==> config.mk <==
export PLATFORM = sky130hd
export DESIGN_NAME = dipr_ram
export DESIGN_NICKNAME = d
export VERILOG_FILES = /design/src/rtl/dipr_ram.sv
export SDC_FILE = /design/constraint.sdc
export NUM_CORES = 1
export LEC_CHECK = 0
export BUFFER_PORTS_ARGS = -buffer_cell sky130_fd_sc_hd__buf_4
export CELL_PAD_IN_SITES_DETAIL_PLACEMENT = 0
export CELL_PAD_IN_SITES_GLOBAL_PLACEMENT = 1
export CORE_ASPECT_RATIO = 0.5
export CORE_MARGIN = 2
export CORE_UTILIZATION = 41
export CTS_BUF_LIST = sky130_fd_sc_hd__clkbuf_8
export CTS_CLUSTER_DIAMETER = 200
export DETAILED_ROUTE_END_ITERATION = 10
export PLACE_DENSITY = 0.62
export SYNTH_ARGS = -nofsm -noshare
export SYNTH_HDL_FRONTEND = slang
export SYNTH_SLANG_ARGS = --single-unit
==> constraint.sdc <==
create_clock -name clk -period 1.9 [get_ports clk]
set_input_delay 0.19 -clock clk [delete_from_list [all_inputs] [get_ports clk]]
set_output_delay 0.19 -clock clk [all_outputs]
set_load 0.05 [all_outputs]
==> src/rtl/dipr_ram.sv <==
// generic single write, single read ram with registered read
module dipr_ram #(
    parameter int WIDTH = 8,
    parameter int DEPTH = 16
) (
    input  logic                     clk,
    input  logic                     we,
    input  logic [$clog2(DEPTH)-1:0] waddr,
    input  logic [WIDTH-1:0]         wdata,
    input  logic                     re,
    input  logic [$clog2(DEPTH)-1:0] raddr,
    output logic [WIDTH-1:0]         rdata
);
    logic [WIDTH-1:0] mem [DEPTH];

    always_ff @(posedge clk)
    begin
        if (we)
        begin
            mem[waddr] <= wdata;
        end
        if (re)
        begin
            rdata <= mem[raddr];
        end
    end
endmodule

# --- After elaboration in Yosys (flattened, before gate mapping) ---
# Memory sizes are Yosys's and may differ from the RTL's. A register that Yosys moved wholly into a read port is not among the register bits.
# Index checks and enable logic that the tools add are counted.
op_classes:
  muxes: 2
ops:
  columns: ["cell", "count"]
  rows:
  - ["$mux 1", 2]
totals:
  register_bits: 0
  ram_bits: 128
  in_bits: 19
  output_inout_bits: 8
  word_cells: 3
  n_memories: 1
memory_table:
  columns: ["name", "words", "word_bits", "read_ports", "rd_clocked_by_memory_dff", "write_ports", "line_no", "rtl"]
  rows:
  - ["mem", 16, 8, 1, 1, 1, "14", "logic [WIDTH-1:0] mem [DEPTH];"]

# --- Logic depth before layout (Yosys ltp) ---
# Gate-level depths: netlist of run 1.
logic_depth:
  depth_word: 2
  depth_mapped: 5
  mapped_depth_nobuf: 3

# --- Least setup slack after synthesis of run 1 ---
# Ideal clock, no wire load.
synth_timing:
  kind: "input port to flip-flop"
  startpoint: "input port waddr[2]"
  endpoint: "memory mem[0][0] (enable)"
  setup_ns: 0.383
  arrival_ns: 1.300
  t_required_ns: 1.517
  setup_slack_ns: 0.217
  path_stages: 2
  path_buffers: 0
  path_cell_list: "or3b_2 > nor3_1"
synth_rtl:
  columns: ["item", "line_no", "rtl"]
  rows:
  - ["start, declared", "8", "input logic [$clog2(DEPTH)-1:0] waddr,"]
  - ["end, declared", "14", null]
# Straight into the memory's write port.

==> out/metrics.yaml, run 1 <==
clock_network:
  cts-hold-fix-buffers: 0
  cts_tree: "built"
  cts.htree.levels: 4
  cts-root-buf: "clkbuf_8"
  clkSinkCount: 136
  clk_pin_slew_ns: 0.08
  post-cts-setup-buffers: 0
  cts_buffers: 17
  clk_path_buf_depth: 2
  clock_latency_ns: 0.43
  cts_resized: 0
power_and_ir_drop:
  switching_power_mw: 1.32
  p_clk_frac: 0.408
  p_sw_frac: 0.206
  total_power_mw: 6.40
  p_int_mw: 5.08
  pwr-share-comb: 0.061
  cellPowerDensity_nw_per_um2: 1030
  power_frac_seq: 0.531
  power_leakage_nw: 2.07
  peakVddDrop_v: 0.000462
global_route:
  grt_max_degree: 18
  antenna_found_initial: 0
  grt_pass1_wl_um: 15800
  track_usage: 0.167
  grt_overflow_total: 0
  grt_pass1_vias: 2574
yosys:
  synth-seq-area-share: 0.781
  synth_fp_nets: 248
  ys_warn_count: 0
  avgSynthCellArea_sq_um: 22.8
  synthesis.area_sq_um: 5230
  synth_cell_types: 18
  synth_cells: 229
  ys_ff_latch: 136
worst_setup_path:
  path_cells: "mux4_1 -> a22oi_1 -> nand2_1"
  critPathRequiredTime_ns: 2.08
  cp-start-kind: "register"
  crit_path_end_kind: "register"
  critPathArrivalTime_ns: 1.77
  critPathTopFamily: "multiplexers"
  max_stage_delay_ns: 0.58
  path_buf_inv: 0
  critical_path_class: "reg2reg"
  cp_slowest_cell: "mux4_1"
  critPathMaxFanout: 1
timing:
  setup_viol: 0
  slew_headroom: 0.710
  whs_ns: 0.0653
  rsz0062_at_grt: "false"
  fin_tns_setup_ns: 0
  timing.final.ws_setup_ns: 0.311
  finClkSkew_ns: 0.00956
  worst_slew_pin_slew_ns: 0.435
  hold_viol_final: 0
  fmax_ghz: 0.629
  min_period_ns: 1.59
  drv_slew: 0
  min_period_over_period: 0.836
routing:
  vias: 2480
  first_pass_iters: 4
  ant_nets: 0
  via_per_inst: 5.31
  totalWireLength_um: 10500
  wire_per_inst_um: 22.5
  drc_errors: 0
  drt_iter0_markers: 231
worst_hold_path:
  min_path_type: "in2reg"
placement:
  dpl_worst_slack_ns: 0.126
  postPlaceCellArea_sq_um: 5740
  gp_congestion: 0.710
  dp_hpwl_um: 6850
  io_buffers: 26
cells_and_area:
  num-fill-cells: 1018
  nets: 304
  design_area_sq_um: 6190
  area_delta_synth_final_pct: 18.3
  drive_gt1_frac: 0.320
  antenna_cells: 0
outcome:
  status: "complete, no violations"
die:
  die_h_um: 83.8
  die_area_sq_um: 13700
  ioPinCount: 27
  die_w_um: 164
  core_area_sq_um: 12600
  rows: 29
  initial_core_util: 0.416
flow_run:
  max_cap_violations: 0
layer usage:
| metal | wire, um | vias up | global-route usage |
|---|---|---|---|
| li1 | - | 1088 | - |
| met1 | 5120 | 1307 | 0.251 |
| met2 | 4690 | 71 | 0.236 |
| met3 | 549 | 14 | 0.0417 |
| met4 | 138 | 0 | 0.0598 |
| met5 | 0 | - | 0 |
cell type report:
type,count,area (sq um),area share
flip-flops and latches,136,4080,0.660
clock inverters,14,208,0.0336
clock buffers,17,234,0.0378
multi-input cells,83,1060,0.171
repair buffers,47,390,0.0631
well taps,170,213,0.0344
cell families after synthesis:
group / share of synthesized area
flops: 0.781
simple gates: 0.0314
mux: 0.148
compound gates: 0.0230
buf+inv: 0.0165
registers in the layout, summed over array words and instances, names as in the netlist:
name,count
rdata,8
mem,128
final timing paths:
| path | start | end | slack [ns] | cells past startpoint |
|---|---|---|---|---|
| setup / recovery | mem[5][2] | rdata[2] | 0.31 | 3 |
| hold / removal | wdata[7] | mem[0][7] | 0.07 | 1 |
| setup reg to reg | mem[5][2] | rdata[2] | 0.31 | 3 |
| hold reg to reg | mem[14][2] | rdata[2] | 0.75 | 3 |
power by group through the flow:
stage / clock network [mW] / logic [mW] / registers, mW
after CTS: 2.65 / 0.397 / 3.40
after detailed placement: 0 / 0.397 / 3.46
after floorplan: 0 / 0.171 / 3.51
after global placement: 0 / 0.388 / 3.46
final: 2.61 / 0.392 / 3.40
after global routing: 2.78 / 0.423 / 3.40
layout by cell type, fill, tap and decap left out, types with 2 or more instances in the layout:
| cell type | synthesis | routed |
|---|---|---|
| edfxtp_1 | 136 | 136 |
| nor3_1 | 4 | 4 |
| buf_12 | 0 | 3 |
| clkinv_4 | 0 | 2 |
| mux4_2 | 18 | 18 |
| buf_4 | 1 | 44 |
| clkinv_2 | 0 | 2 |
| nor2_1 | 13 | 13 |
| clkbuf_8 | 0 | 17 |
| bufinv_16 | 0 | 5 |
| mux4_1 | 14 | 14 |
| nand2b_1 | 2 | 2 |
| clkinvlp_4 | 0 | 3 |
| a22oi_1 | 16 | 16 |
| nand3b_1 | 2 | 2 |
| nand2_1 | 9 | 9 |
synth_stat cells:
| cell | n | area [sq um] |
|---|---|---|
| edfxtp_1 | 136 | 4080 |
| mux4_2 | 18 | 405 |
| a22oi_1 | 16 | 120 |
| mux4_1 | 14 | 368 |
| nor2_1 | 13 | 48.8 |
| nand2_1 | 9 | 33.8 |
| nor3_1 | 4 | 20.0 |
| buf_2 | 3 | 15.0 |
| buf_6 | 3 | 33.8 |
| clkdlybuf4s25_2 | 3 | 30.0 |
| nand2b_1 | 2 | 12.5 |
| nand3b_1 | 2 | 15.0 |
| and2_1 | 1 | 6.26 |
| and2b_1 | 1 | 7.51 |
| buf_4 | 1 | 7.51 |
| nand3_1 | 1 | 5.00 |
| nor2b_1 | 1 | 6.26 |
| or3b_2 | 1 | 8.76 |
per-stage QoR:
step           utilization  cells
4_1_cts              0.493    467
5_1_grt              0.493    467
6_report             0.493    467
3_5_place_dp         0.458    436
2_1_floorplan            -    229
3_3_place_gp         0.458    436
Note: power is estimated with default switching activity, not from simulation.
==> run 2: changes to the inputs <==
--- a/config.mk
+++ b/config.mk
@@ -5,6 +5,7 @@
 export SDC_FILE = /design/constraint.sdc
 export NUM_CORES = 1
 export LEC_CHECK = 0
+export ABC_AREA = 1
 export BUFFER_PORTS_ARGS = -buffer_cell sky130_fd_sc_hd__buf_4
 export CELL_PAD_IN_SITES_DETAIL_PLACEMENT = 0
 export CELL_PAD_IN_SITES_GLOBAL_PLACEMENT = 1
@@ -14,7 +15,7 @@
 export CTS_BUF_LIST = sky130_fd_sc_hd__clkbuf_8
 export CTS_CLUSTER_DIAMETER = 200
 export DETAILED_ROUTE_END_ITERATION = 10
-export PLACE_DENSITY = 0.62
+export PLACE_DENSITY = 0.67
 export SYNTH_ARGS = -nofsm -noshare
 export SYNTH_HDL_FRONTEND = slang
 export SYNTH_SLANG_ARGS = --single-unit
==> constraint.sdc (replaced) <==
create_clock -name clk -period 1.5 [get_ports clk]
set_input_delay 0.15 -clock clk [delete_from_list [all_inputs] [get_ports clk]]
set_output_delay 0.15 -clock clk [all_outputs]
set_load 0.05 [all_outputs]
==> out/metrics.yaml, run 2 <==
routing:
  vias: 3871  # +56%
  via_per_inst: 4.83  # -9.1%
  wire_per_inst_um: 18.0  # -20%
  ant_nets: 0  # unchanged
  drt_iter0_markers: 351  # +52%
  first_pass_iters: 4  # unchanged
  drc_errors: 0  # unchanged
  totalWireLength_um: 14400  # +37%
worst_setup_path:
  critPathMaxFanout: 1  # unchanged
  cp_slowest_cell: "edfxtp_1"
  critPathRequiredTime_ns: 1.35  # -0.73 ns
  max_stage_delay_ns: 0.46  # -0.12 ns
  path_cells: "buf_4"
  cp-start-kind: "register"
  critPathTopFamily: "flip-flops"
  critical_path_class: "reg2out"
  crit_path_end_kind: "primary output"
  critPathArrivalTime_ns: 1.13  # -0.64 ns
  path_buf_inv: 1  # +1
  reg2reg_slack_ns: 0.28  # -0.03 ns
yosys:
  synth_cells: 551  # +140%
  ys_warn_count: 0  # unchanged
  synth-edff-count: 136  # unchanged
  synth_cell_types: 11  # -7
  yosysTopAreaCellShare: 0.698  # -0.0828
  yosys.area.top_type: "edfxtp_1"
  synth_fp_nets: 570  # +130%
  async_reset_ff_frac: 0  # unchanged
  synthesis.area_sq_um: 5850  # +12%
  netlist_top_cells_area: "edfxtp_1, nand2_1, nand3_1"
  avgSynthCellArea_sq_um: 10.6  # -54%
  synth-main-ff-cell: "edfxtp_1"
  synth.top_cells.by_count: "nand2_1, edfxtp_1, inv_1"
  synth-seq-area-share: 0.698  # -0.0828
  yosysMostFrequentCell: "nand2_1"
  ys_ff_latch: 136  # unchanged
placement:
  dp_hpwl_um: 9310  # +36%
  postPlaceCellArea_sq_um: 6390  # +11%
  io_buffers: 26  # unchanged
  dpl.cell_count: 770  # +77%
  gp_congestion: 0.813  # +15%
timing:
  drv_slew: 0  # unchanged
  fin_tns_setup_ns: 0  # unchanged
  finClkSkew_ns: 0.0125  # +0.00292 ns
  min_period_over_period: 0.855
  hold_viol_final: 0  # unchanged
  slew_headroom: 0.763  # +0.0530
  fmax_ghz: 0.780
  setup_viol: 0  # unchanged
  rsz0062_at_grt: "false"
  worst_slew_pin_slew_ns: 0.355  # -0.0799 ns
  min_period_ns: 1.28
power_and_ir_drop:
  cellPowerDensity_nw_per_um2: 1200  # +16%
  total_power_mw: 8.17  # +28%
  peakVddDrop_v: 0.000575  # +25%
  power_leakage_nw: 2.93  # +42%
die:
  die_w_um: 173  # +5.6%
  core_area_sq_um: 13700  # +9.4%
  initial_core_util: 0.426  # +0.00921
  die_h_um: 88.4  # +5.5%
  die_area_sq_um: 15300  # +11%
  ioPinCount: 27  # unchanged
  rows: 30  # +3.4%
cells_and_area:
  seq_area_sq_um: 4080  # unchanged
  reg_top3: "mem x128, rdata x8"
  regMostFlops: "mem"
  largest_reg_flops: 128  # unchanged
  num-fill-cells: 1285  # +26%
  fin_cells: 802  # +72%
  area_delta_synth_final_pct: 16.5
  design_area_sq_um: 6810  # +10%
  nets: 616  # +100%
  final_common_cell: "nand2_1"
  multi_input_area_sq_um: 1210  # +15%
  antenna_cells: 0  # unchanged
  final_cell_mix: "nand2_1, edfxtp_1, inv_1, nand3_1, buf_4"
  drive_gt1_frac: 0.131  # -0.189
outcome:
  status: "complete, no violations"
clock_network:
  cts-root-buf: "clkbuf_8"
  clock_latency_ns: 0.44  # about the same
  cts_resized: 0  # unchanged
  cts_tree: "built"
  post-cts-setup-buffers: 0  # unchanged
  clk_pin_slew_ns: 0.08  # about the same
  clkSinkCount: 136  # unchanged
  cts.htree.levels: 4  # unchanged
  clk_path_buf_depth: 2  # unchanged
  cts_buffers: 17  # unchanged
  cts-hold-fix-buffers: 0  # unchanged
worst_hold_path:
  min_path_type: "in2reg"
global_route:
  grt_overflow_total: 0  # unchanged
  antenna_found_initial: 0  # unchanged
  grt_max_degree: 34  # +16
  grt_pass1_wl_um: 22300  # +41%
  track_usage: 0.202  # +0.0354
  grt_pass1_vias: 3820  # +48%
flow_run:
  max_cap_violations: 0  # unchanged
[run 2: changes by cell type after synthesis, moves of 4 or more]
cell / before / now
nand2_1: 9 / 173
inv_1: 0 / 100
nand3_1: 1 / 97
mux4_2: 18 / 0
a22oi_1: 16 / 0
mux4_1: 14 / 0
buf_2: 3 / 13
nor2_1: 13 / 17
nor3_1: 4 / 0
[run 2: report_power, final]
group,switching (mW),internal [mW],total (mW)
registers,0.0275,4.28,4.30
logic,0.451,0.202,0.653
clock network,1.42,1.79,3.21
[run 2: cells by family (layout without fill, tap and decap cells)]
kind of cell / after synthesis / in the layout / synth area share
DFF: 136 / 136 / 0.698
and+or+nand+nor: 289 / 289 / 0.208
buffers and inverters: 126 / 185 / 0.0939
[run 2: layout make-up]
type,instances,area share
Clock buffer,17,0.0344
Clock inverter,15,0.0270
Inverter,102,0.0562
Multi-Input combinational cell,289,0.178
Sequential cell,136,0.600
Tap cell,192,0.0353
Timing Repair Buffer,51,0.0691
[run 2: final timing paths]
path | startpoint | endpoint | depth (start not counted)
worst max-delay path | rdata[7] | rdata[7] | 1
worst min-delay path | re | rdata[7] | 1
worst max register to register | mem[4][5] | rdata[5] | 6
worst min register to register | mem[10][3] | rdata[3] | 6
[run 2: metal layers]
layer | vias up | share of wire | global-route usage
li1 | 1869 | - | -
met1 | 1881 | 0.49 | 0.288
met2 | 103 | 0.43 | 0.304
met3 | 18 | 0.061 | 0.0554
met4 | 0 | 0.014 | 0.0647
met5 | - | 0 | 0
[run 2: stage by stage]
stage          hold WS [ns]  worst slack (ns)   util
6_report             0.0520             0.218  0.496
4_1_cts              0.0373             0.202  0.496
2_1_floorplan         0.249             0.399      -
3_3_place_gp          0.494             0.118  0.465
5_1_grt              0.0384             0.196  0.496
3_5_place_dp          0.499             0.116  0.465
